[config.mk]
export PLATFORM = sky130hd
export DESIGN_NAME = gcd_lcm_unit
export DESIGN_NICKNAME = d
export VERILOG_FILES = /design/src/rtl/gcdl_pkg.sv /design/src/rtl/gcdl_alu.sv /design/src/rtl/gcdl_engine.sv /design/src/rtl/gcd_lcm_unit.sv
export VERILOG_INCLUDE_DIRS = /design/src /design/src/rtl
export SDC_FILE = /design/constraint.sdc
export NUM_CORES = 1
export LEC_CHECK = 0
export BUFFER_PORTS_ARGS = -buffer_cell sky130_fd_sc_hd__buf_4
export CAP_MARGIN = 20
export CORE_MARGIN = 2
export CORE_UTILIZATION = 40
export CTS_CLUSTER_SIZE = 20
export DETAILED_ROUTE_END_ITERATION = 10
export GPL_TIMING_DRIVEN = 0
export SLEW_MARGIN = 20
export SYNTH_ARGS = -nofsm -noshare
export SYNTH_HDL_FRONTEND = slang
export SYNTH_HIERARCHICAL = 1
export SYNTH_SLANG_ARGS = --single-unit
export TNS_END_PERCENT = 1
[constraint.sdc]
create_clock -name i_clk -period 20.6 [get_ports i_clk]
set_input_delay 4.12 -clock i_clk [delete_from_list [all_inputs] [get_ports i_clk]]
set_output_delay 4.12 -clock i_clk [all_outputs]
set_load 0.05 [all_outputs]
[src/rtl/gcd_lcm_unit_assert.svh]
// Assertion macros for the gcd_lcm_unit RTL.
// Used by modules that clock on i_clk with the active-low reset i_rst_n.
`ifndef GCD_LCM_UNIT_ASSERT_SVH
`define GCD_LCM_UNIT_ASSERT_SVH

// Same-cycle implication.
`define GCDL_ASSERT_IMPL(lbl, cond, expr, msg) \
    lbl: assert property (@(posedge i_clk) disable iff (!i_rst_n) (cond) |-> (expr)) \
        else $error(msg);

// Next-cycle implication.
`define GCDL_ASSERT_NEXT(lbl, cond, expr, msg) \
    lbl: assert property (@(posedge i_clk) disable iff (!i_rst_n) (cond) |=> (expr)) \
        else $error(msg);

`endif

[src/rtl/gcdl_pkg.sv]
// Shared types and constants for the gcd_lcm_unit block.
// No dependencies.
`default_nettype none

package gcdl_pkg;

    localparam int FIELD_W     = 32;
    localparam int LCM_W       = 64;
    localparam int IN_TDATA_W  = 2 * FIELD_W;
    localparam int OUT_TDATA_W = FIELD_W + LCM_W;

    typedef enum logic {
        ALU_ADD = 1'b0,
        ALU_SUB = 1'b1
    } t_alu_op;

    // Top level to engine
    typedef struct packed {
        logic start;
        logic ack;
    } t_eng_ctl;

    // Engine to top level
    typedef struct packed {
        logic busy;
        logic done;
    } t_eng_stat;

endpackage

`default_nettype wire

[src/rtl/gcdl_alu.sv]
// Shared add/subtract unit with carry out.
// Depends on gcdl_pkg.
`default_nettype none

module gcdl_alu #(
    parameter int DW = 64
) (
    input  gcdl_pkg::t_alu_op i_op,
    input  logic [DW-1:0]     i_x,
    input  logic [DW-1:0]     i_y,
    output logic [DW-1:0]     o_res,
    output logic              o_carry    // for subtract: 1 when x >= y
);
    import gcdl_pkg::*;

    logic [DW-1:0] y_eff;
    logic          cin;
    logic [DW:0]   sum;

    always_comb begin
        case (i_op)
            ALU_SUB: begin
                y_eff = ~i_y;
                cin   = 1'b1;
            end
            default: begin
                y_eff = i_y;
                cin   = 1'b0;
            end
        endcase
        sum = {1'b0, i_x} + {1'b0, y_eff} + {{DW{1'b0}}, cin};
    end

    assign o_res   = sum[DW-1:0];
    assign o_carry = sum[DW];

endmodule

`default_nettype wire

[src/rtl/gcdl_engine.sv]
// Sequencer for binary GCD, restoring division a/g and shift-add multiply.
// Depends on gcdl_pkg, gcdl_alu and gcd_lcm_unit_assert.svh.
`default_nettype none

`include "gcd_lcm_unit_assert.svh"

module gcdl_engine #(
    parameter int OPERAND_WIDTH = 32
) (
    input  logic                       i_clk,
    input  logic                       i_rst_n,
    input  gcdl_pkg::t_eng_ctl         i_ctl,
    input  logic [OPERAND_WIDTH-1:0]   i_a,
    input  logic [OPERAND_WIDTH-1:0]   i_b,
    output gcdl_pkg::t_eng_stat        o_stat,
    output logic [OPERAND_WIDTH-1:0]   o_gcd,
    output logic [2*OPERAND_WIDTH-1:0] o_lcm
);
    import gcdl_pkg::*;

    localparam int W  = OPERAND_WIDTH;
    localparam int DW = 2 * OPERAND_WIDTH;
    localparam int KW = $clog2(OPERAND_WIDTH);
    localparam int CW = $clog2(OPERAND_WIDTH + 1);

    typedef enum logic [2:0] {
        S_IDLE,
        S_GCD,
        S_SHIFT,
        S_DIV,
        S_MUL,
        S_DONE
    } t_state;

    t_state          r_state, n_state;
    logic [W-1:0]    r_u, n_u;
    logic [W-1:0]    r_v, n_v;
    logic [KW-1:0]   r_k, n_k;
    logic [W-1:0]    r_a, n_a;
    logic [W-1:0]    r_b, n_b;
    logic [CW-1:0]   r_cnt, n_cnt;
    logic [W:0]      r_rem, n_rem;
    logic [W-1:0]    r_q, n_q;
    logic [DW-1:0]   r_acc, n_acc;
    logic [DW-1:0]   r_mcand, n_mcand;

    t_alu_op         alu_op;
    logic [DW-1:0]   alu_x;
    logic [DW-1:0]   alu_y;
    logic [DW-1:0]   alu_res;
    logic            alu_carry;

    logic            u_gt_v;
    logic [W:0]      div_shift;

    gcdl_alu #(
        .DW (DW)
    ) u_alu (
        .i_op    (alu_op),
        .i_x     (alu_x),
        .i_y     (alu_y),
        .o_res   (alu_res),
        .o_carry (alu_carry)
    );

    assign u_gt_v    = (r_u > r_v);
    assign div_shift = {r_rem[W-1:0], r_q[W-1]};

    // Operand select for the shared unit
    always_comb begin
        alu_op = ALU_ADD;
        alu_x  = '0;
        alu_y  = '0;
        case (r_state)
            S_GCD: begin
                alu_op = ALU_SUB;
                alu_x  = u_gt_v ? DW'(r_u) : DW'(r_v);
                alu_y  = u_gt_v ? DW'(r_v) : DW'(r_u);
            end
            S_DIV: begin
                alu_op = ALU_SUB;
                alu_x  = DW'(div_shift);
                alu_y  = DW'(r_u);
            end
            S_MUL: begin
                alu_op = ALU_ADD;
                alu_x  = r_acc;
                alu_y  = r_mcand;
            end
            default: begin
                alu_op = ALU_ADD;
            end
        endcase
    end

    always_comb begin
        n_state = r_state;
        n_u     = r_u;
        n_v     = r_v;
        n_k     = r_k;
        n_a     = r_a;
        n_b     = r_b;
        n_cnt   = r_cnt;
        n_rem   = r_rem;
        n_q     = r_q;
        n_acc   = r_acc;
        n_mcand = r_mcand;
        case (r_state)
            S_IDLE: begin
                if (i_ctl.start) begin
                    n_a = i_a;
                    n_b = i_b;
                    n_k = '0;
                    if (i_a == '0 || i_b == '0) begin
                        // one operand zero: gcd is the other, lcm is zero
                        n_u     = i_a | i_b;
                        n_acc   = '0;
                        n_state = S_DONE;
                    end else begin
                        n_u     = i_a;
                        n_v     = i_b;
                        n_state = S_GCD;
                    end
                end
            end
            S_GCD: begin
                if (r_u == r_v) begin
                    n_state = S_SHIFT;
                end else if (!r_u[0] && !r_v[0]) begin
                    n_u = r_u >> 1;
                    n_v = r_v >> 1;
                    n_k = r_k + KW'(1);
                end else if (!r_u[0]) begin
                    n_u = r_u >> 1;
                end else if (!r_v[0]) begin
                    n_v = r_v >> 1;
                end else if (u_gt_v) begin
                    n_u = {1'b0, alu_res[W-1:1]};
                end else begin
                    n_v = {1'b0, alu_res[W-1:1]};
                end
            end
            S_SHIFT: begin
                // restore the common power of two
                if (r_k == '0) begin
                    n_q     = r_a;
                    n_rem   = '0;
                    n_cnt   = CW'(W);
                    n_state = S_DIV;
                end else begin
                    n_u = r_u << 1;
                    n_k = r_k - KW'(1);
                end
            end
            S_DIV: begin
                n_rem = alu_carry ? alu_res[W:0] : div_shift;
                n_q   = {r_q[W-2:0], alu_carry};
                n_cnt = r_cnt - CW'(1);
                if (r_cnt == CW'(1)) begin
                    n_mcand = DW'(r_b);
                    n_acc   = '0;
                    n_cnt   = CW'(W);
                    n_state = S_MUL;
                end
            end
            S_MUL: begin
                if (r_q[0]) begin
                    n_acc = alu_res;
                end
                n_mcand = r_mcand << 1;
                n_q     = r_q >> 1;
                n_cnt   = r_cnt - CW'(1);
                if (r_cnt == CW'(1)) begin
                    n_state = S_DONE;
                end
            end
            S_DONE: begin
                if (i_ctl.ack) begin
                    n_state = S_IDLE;
                end
            end
            default: begin
                n_state = S_IDLE;
            end
        endcase
    end

    always_ff @(posedge i_clk) begin
        if (!i_rst_n) begin
            r_state <= S_IDLE;
        end else begin
            r_state <= n_state;
        end
        r_u     <= n_u;
        r_v     <= n_v;
        r_k     <= n_k;
        r_a     <= n_a;
        r_b     <= n_b;
        r_cnt   <= n_cnt;
        r_rem   <= n_rem;
        r_q     <= n_q;
        r_acc   <= n_acc;
        r_mcand <= n_mcand;
    end

    assign o_stat.busy = (r_state != S_IDLE);
    assign o_stat.done = (r_state == S_DONE);
    assign o_gcd       = r_u;
    assign o_lcm       = r_acc;

    `GCDL_ASSERT_IMPL(a_gcd_nonzero, r_state == S_GCD, r_u != '0 && r_v != '0, "gcd operand zero")
    `GCDL_ASSERT_IMPL(a_rem_below_div, r_state == S_DIV, r_rem < {1'b0, r_u}, "remainder >= divisor")
    `GCDL_ASSERT_IMPL(a_start_idle, i_ctl.start, r_state == S_IDLE, "start while busy")

endmodule

`default_nettype wire

[src/rtl/gcd_lcm_unit.sv]
// Top level of the GCD/LCM block: stream ports and result register.
// Depends on gcdl_pkg and gcdl_engine.
//
//  channel  dir  handshake           payload
//  s_axis   in   i_tvalid/o_tready   i_tdata: operand_a, operand_b
//  m_axis   out  o_tvalid/i_tready   o_tdata: gcd_value, lcm_value
//
// One transfer in at a time; the input is not ready while an item is in work.
// Zero operand: the engine goes from accept straight to its done state. Otherwise
// binary GCD steps and restoring the shared power of two run first, then restoring
// division and shift-add multiply over W bits each, then done (W = OPERAND_WIDTH).
// A result waits in the output register; a finished item holds until it frees.
// Reset is synchronous, active low, and clears only control state.
`default_nettype none

module gcd_lcm_unit #(
    parameter int OPERAND_WIDTH = 32
) (
    input  logic                               i_clk,
    input  logic                               i_rst_n,
    input  logic                               i_tvalid,
    output logic                               o_tready,
    input  logic [gcdl_pkg::IN_TDATA_W-1:0]    i_tdata,   // operand_a, operand_b
    output logic                               o_tvalid,
    input  logic                               i_tready,
    output logic [gcdl_pkg::OUT_TDATA_W-1:0]   o_tdata    // gcd_value, lcm_value
);
    import gcdl_pkg::*;

    localparam int W = OPERAND_WIDTH;

    t_eng_ctl              eng_ctl;
    t_eng_stat             eng_stat;
    logic [W-1:0]          eng_gcd;
    logic [2*W-1:0]        eng_lcm;
    logic                  out_free;

    logic                  r_out_valid;
    logic [FIELD_W-1:0]    r_out_gcd;
    logic [LCM_W-1:0]      r_out_lcm;

    assign o_tready      = !eng_stat.busy;
    assign out_free      = !r_out_valid || i_tready;
    assign eng_ctl.start = i_tvalid && o_tready;
    assign eng_ctl.ack   = eng_stat.done && out_free;

    gcdl_engine #(
        .OPERAND_WIDTH (W)
    ) u_engine (
        .i_clk   (i_clk),
        .i_rst_n (i_rst_n),
        .i_ctl   (eng_ctl),
        .i_a     (i_tdata[W-1:0]),
        .i_b     (i_tdata[FIELD_W +: W]),
        .o_stat  (eng_stat),
        .o_gcd   (eng_gcd),
        .o_lcm   (eng_lcm)
    );

    always_ff @(posedge i_clk) begin
        if (!i_rst_n) begin
            r_out_valid <= 1'b0;
        end else if (eng_ctl.ack) begin
            r_out_valid <= 1'b1;
        end else if (i_tready) begin
            r_out_valid <= 1'b0;
        end
        if (eng_ctl.ack) begin
            r_out_gcd <= FIELD_W'(eng_gcd);
            r_out_lcm <= LCM_W'(eng_lcm);
        end
    end

    assign o_tvalid = r_out_valid;
    assign o_tdata  = {r_out_lcm, r_out_gcd};

endmodule

`default_nettype wire
-- Yosys cells after proc, flatten, opt, wreduce, memory -nomap -nowiden
Index checks and enable logic that the tools add are counted.
W data, S select, Z words.
- eq/ne operators: 23
- reductions and logical operators: 33
- order comparisons: 1
- bitwise operators: 2
- $add $sub $neg: 5
- muxes and demuxes: 54
- operator list (cell ; count):
    $mux W32 ; 20
    $pmux W64 S3 ; 3
    $mux W64 ; 6
    $pmux W32 S3 ; 2
    $pmux W32 S2 ; 2
    $pmux W64 S2 ; 1
    $add A64 B64 Y65 ; 1
    $add A65 B1 Y65 ; 1
    $logic_not A32 Y1 ; 2
    $not A64 Y64 ; 1
    $eq A32 B32 Y1 ; 1
    $gt A32 B32 Y1 ; 1
    $or A32 B32 Y32 ; 1
    $mux W3 ; 7
    $mux W5 ; 4
    $pmux W3 S6 ; 1
    $pmux W6 S3 ; 1
    $reduce_and A6 Y1 ; 3
    $pmux W5 S3 ; 1
    $reduce_and A5 Y1 ; 3
    $ne A2 B1 Y1 const B ; 7
    $mux W6 ; 2
    $ne A4 B4 Y1 const B ; 3
    $reduce_bool A3 Y1 ; 4
    19 further kinds ; 40
- output and inout bits: 98
- register bits after elaboration: 431
- bits of input ports: 68
- word-level logic and storage cells: 134

-- Depth between registers and ports, before layout
- word-level depth: 13
- depth in mapped cells: 28
- mapped depth without buffers: 25

-- Cells and area by module
Netlist, hierarchy kept.
- by module, submodules not included (module ; seq. area each (µm²) ; instances ; cells each ; area each (µm²)):
    gcdl_engine ; 9999.6 ; 1 ; 1686 ; 18062.3
    gcdl_alu ; 0.0 ; 1 ; 607 ; 4340.4
    gcd_lcm_unit ; 2902.8 ; 1 ; 102 ; 2940.3

-- Least setup slack after synthesis
No wires, ideal clock.
- path kind: in2reg
- start point: input port i_tready
- end point: register u_engine.r_state[0]
- arrival time: 9.551 ns
- required time: 20.534 ns
- path buffers: 0
- path slack: 10.983 ns
- library setup time: 0.066 ns
- stages on the path: 7
- path through: nor2b_4 > nor2b_1 > nand2_1 > o2111a_1 > a211o_1 > a211o_1 > a21boi_2
- RTL lines (element ; RTL line ; text):
    start, declared ; gcd_lcm_unit.sv:25 ; input logic i_tready,
    end signal, assigned ; gcdl_engine.sv:192 ; r_state <= n_state;
    end, declared ; gcdl_engine.sv:35 ; t_state r_state, n_state;

-- Final worst setup path
- start point: register u_engine.r_u[31] (netlist: u_engine/o_gcd[31])
- end point: register u_engine.r_rem[21] (data pin)
- cells in the longest elaborated chain, start to end: 9
- elaborated cells on any way between the ends: 11
- those cells by class: 2 x add/sub; 1 x order compare; 7 x mux; 1 x bitwise
- RTL lines (element ; RTL line ; text):
    start, declared ; gcdl_engine.sv:36 ; logic [W-1:0] r_u, n_u;
    start signal, assigned ; gcdl_engine.sv:194 ; r_u <= n_u;
    $gt A32 B32 Y1 (*) ; gcdl_engine.sv:66 ; assign u_gt_v = (r_u > r_v);
    $mux W32 (*) ; gcdl_engine.sv:78 ; alu_y = u_gt_v ? DW'(r_v) : DW'(r_u);
    $pmux W64 S3 (*) ; gcdl_engine.sv:74 ; case (r_state)
    named net u_engine.alu_y[1] ; gcdl_engine.sv:49 ; logic [DW-1:0] alu_y;
    $not A64 Y64 ; gcdl_alu.sv:23 ; y_eff = ~i_y;
    $mux W64 (*) ; gcdl_alu.sv:21 ; case (i_op)
    $add A64 B64 Y65 (*) ; gcdl_alu.sv:31 ; sum = {1'b0, i_x} + {1'b0, y_eff} + {{DW{1'b0}}, cin};
    $add A65 B1 Y65 (*) ; gcdl_alu.sv:31 ;
    named net u_engine.alu_carry ; gcdl_engine.sv:51 ; logic alu_carry;
    $mux W32 (*) ; gcdl_engine.sv:156 ; n_rem = alu_carry ? alu_res[W:0] : div_shift;
    $pmux W32 S2 (*) ; gcdl_engine.sv:108 ; case (r_state)
    end signal, assigned ; gcdl_engine.sv:200 ; r_rem <= n_rem;
    end, declared ; gcdl_engine.sv:42 ; logic [W:0] r_rem, n_rem;
The timed path passes the listed nets; every way through them passes the cells marked *.
A chain may end at the register's enable or synchronous reset.

==> impl_metrics.env <==
export IMPL_status="finished, final reports clean"
export IMPL_arrival_ns=9.66
export IMPL_fin_crit_ns=9.318
export IMPL_coreArea_sq_um=62850
export IMPL_yosysTopAreaCell="edfxtp_1"
export IMPL_wl_mm=91.13
export IMPL_clkSinkCount=431
export IMPL_reg2reg_to="u_engine/r_rem[21]"
export IMPL_antenna_found_initial=0
export IMPL_ff2ff_setup_slack_ns=11.28
export IMPL_fin_total_pwr_mw=4.537
export IMPL_cp_common_cell="clkbuf_1"
export IMPL_synth_top_family_by_area="compound AO/OA/AOI/OAI gates"
export IMPL_syn_area_per_cell_sq_um=10.58
export IMPL_area_growth_pct=16.84
export IMPL_reg2regPathDepth=27
export IMPL_synth_fp_nets=2574
export IMPL_worstPathRequired_ns=20.94
export IMPL_fmax_ghz=0.1073
export IMPL_post_cts_buffers=0
export IMPL_firstDrtPassIters=5
export IMPL_tns_ns=0
export IMPL_htreeDepth=2
export IMPL_root_buffer="clkbuf_16"
export IMPL_clock_skew_ns=0.03991
export IMPL_synth_top_area_share_pct=50.59
export IMPL_crit_type="reg -> reg"
export IMPL_crit_slowest_cell="clkbuf_1"
export IMPL_vias=21000
export IMPL_seq_area_sq_um=12900
export IMPL_synthTopCellsByCount="edfxtp_1 (427), nand2_1 (216), a21oi_1 (186)"
export IMPL_cts_tree="yes"
export IMPL_ys_seq_area_share_pct=50.91
export IMPL_synth_edf_count=427
export IMPL_grt_overflow=0
export IMPL_mappedNetlistArea_sq_um=25340
export IMPL_fill_cells=5907
export IMPL_place_gp_congestion=0.9860
export IMPL_hold_end="r_out_lcm[42]"
export IMPL_die_h_um=255.7
export IMPL_viasPerCell=5.982
export IMPL_seqPwrFrac_pct=30.7
export IMPL_synthAdderAreaFrac_pct=5.539
export IMPL_p_switching_mw=2.181
export IMPL_cp_end_kind="flip-flop"
export IMPL_synth_mux_area_share_pct=1.407
export IMPL_io_pin_count=166
export IMPL_peakVddDrop_mv=0.07814
export IMPL_synth_compound_area_share_pct=18.11
export IMPL_first_global_vias=20280
export IMPL_hp_start="u_engine/o_lcm[42]"
export IMPL_max_cap_violations=0
export IMPL_hold_depth=0
export IMPL_rsz0062_at_grt="false"
export IMPL_gr_usage_all_layers_pct=27.11
export IMPL_cts_resized=0
export IMPL_insertion_delay_ns=0.62
export IMPL_power_density_nw_per_um2=153.2
export IMPL_ant_nets=0
export IMPL_drt_initial_drc_count=2314
export IMPL_drc_errors=0
export IMPL_worstPathMaxFanout=10
export IMPL_die_width_um=255.7
export IMPL_synth_simple_area_share_pct=15.47
export IMPL_fin_util_pct=47.11
export IMPL_clkPwrFrac_pct=19.2
export IMPL_finalHoldViolations=0
export IMPL_internal_power_mw=2.356
export IMPL_synth_ff_type="edfxtp_1"
export IMPL_synthMostInstantiatedCell="edfxtp_1"
export IMPL_synth_xor_area_share_pct=4.493
export IMPL_hpwl_mm=71.34
export IMPL_die_area_sq_um=65390
export IMPL_tightest_slew_ns=1.188
export IMPL_nets=2804
export IMPL_clockBufferDepth=3
export IMPL_multi_input_area_sq_um=11470
export IMPL_hold_class="reg -> reg"
export IMPL_initial_utilization_pct=40.32
export IMPL_p_leak_nw=11.69
export IMPL_cp_slowest_stage_delay_ns=0.71
export IMPL_ys_types=80
export IMPL_setup_violations=0
export IMPL_grt_pass1_wl_mm=133.6
export IMPL_worstSetupStartpointType="flip-flop"
export IMPL_port_buffer_count=165
export IMPL_combPwrFrac_pct=50.1
export IMPL_post_drt_wl_per_cell_um=25.96
export IMPL_synthTopCellsByArea="edfxtp_1 (51%), ha_1 (5.4%), a21oi_1 (3.7%)"
export IMPL_rows=92
export IMPL_reg2reg_from="u_engine/o_gcd[31]"
export IMPL_synthArstFlopShare_pct=0
export IMPL_clk_pin_slew_ns=0.07
export IMPL_slew_viol_final=0
export IMPL_drive_above_1_share_pct=11.08
export IMPL_syn_inst=2395
export IMPL_grt_max_degree=39
export IMPL_finalCritPeriodShare_pct=45.23
export IMPL_cts_buffers=49
export IMPL_yosys_warnings=6
export IMPL_ys_ff_latch=431
export IMPL_hold_buffers=0
export IMPL_maxSlewHeadroom_pct=20.20
export IMPL_switching_share_pct=48.07
[worst max path at each step]
stage / depth (start not counted) / end / startpoint
detailed placement: 27 / u_engine/r_rem[21] / u_engine/o_gcd[31]
global placement: 7 / u_engine/o_lcm[22] / i_tdata[57]
finish: 27 / u_engine/r_rem[21] / u_engine/o_gcd[31]
CTS: 27 / u_engine/r_rem[21] / u_engine/o_gcd[31]
floorplan: 7 / u_engine/r_state[0] / i_tready
global route: 25 / u_engine/r_rem[21] / u_engine/o_gcd[31]
[critical path: cells and delay by family (launching register included)]
kind | cells | cell delay (ns)
AOI/OAI and AO/OA | 12 | 3.64
xor gates and xnor gates | 1 | 0.24
adders and majority gates | 2 | 0.86
DFF | 1 | 0.61
buffers and inverters | 5 | 1.89
and+or+nand+nor | 6 | 1.49
muxes | 1 | 0.31
[stage by stage]
stage / cell area [sq um] / worst slack, ns / hold slack, ns / cells
2_1_floorplan: 25340 / 10.98 / 0.4180 / 2395
3_3_place_gp: 27640 / 8.006 / 0.4258 / 3406
3_5_place_dp: 28030 / 11.19 / 0.4281 / 3420
4_1_cts: 29610 / 11.18 / 0.4405 / 3509
5_1_grt: 29610 / 10.77 / 0.4586 / 3509
6_report: 29610 / 11.28 / 0.4386 / 3511
[power by group through the flow]
stage	registers (mW)	logic [mW]	clock network [mW]
floorplan	1.31	1.41	0
global route	1.40	2.44	0.922
global placement	1.42	2.14	0
CTS	1.38	2.21	0.889
detailed placement	1.40	2.20	0
finish	1.39	2.27	0.873
[cells in the final DEF, fill, tap and decap left out, drive strengths merged, types with 13 or more instances in the layout]
cell type,Yosys,routed
edfxtp,427,427
nand2,216,216
clkbuf,159,211
buf,22,201
a21oi,188,188
nor2,144,144
and3,139,139
ha,109,109
o211ai,98,98
a22oi,94,94
xor2,93,93
inv,87,89
a22o,64,64
or4,64,64
nand3,51,51
a21o,49,49
o21ai,48,48
xnor2,37,37
mux2i,33,33
nand3b,31,31
o221ai,29,29
clkinv,0,26
nand4,24,24
nor4,22,22
o21a,16,16
nor3,15,15
and2,14,14
nand2b,13,13
[cell type report]
cell class,instances,share of cell area [%]
buffer,181,2.375
clock inverter,37,1.158
sequential,431,43.57
tap,846,3.575
timing repair buffer,179,5.290
clock buffer,52,4.179
inverter,87,1.103
multi-input combinational,1696,38.73
antenna,2,0.01690
[kinds of logic (layout without fill, tap and decap cells)]
logic type               Yosys count  after routing
AND/OR/NAND/NOR                  760            760
other                              0              2
flip-flops                       431            431
AO/OA/AOI/OAI                    660            660
buffers and inverters            268            536
multiplexers                      35             35
XOR/XNOR                         130            130
adder cells (fa/ha/maj)          111            111
[metal layers]
layer	up-vias	global-route usage [%]	share of wire [%]
li1	9596	-	-
met5	-	0	0
met4	0	10.07	3.9
met1	10290	37.76	43
met3	163	3.516	7.2
met2	956	43.27	45
Power figures use the tool's default switching activity.
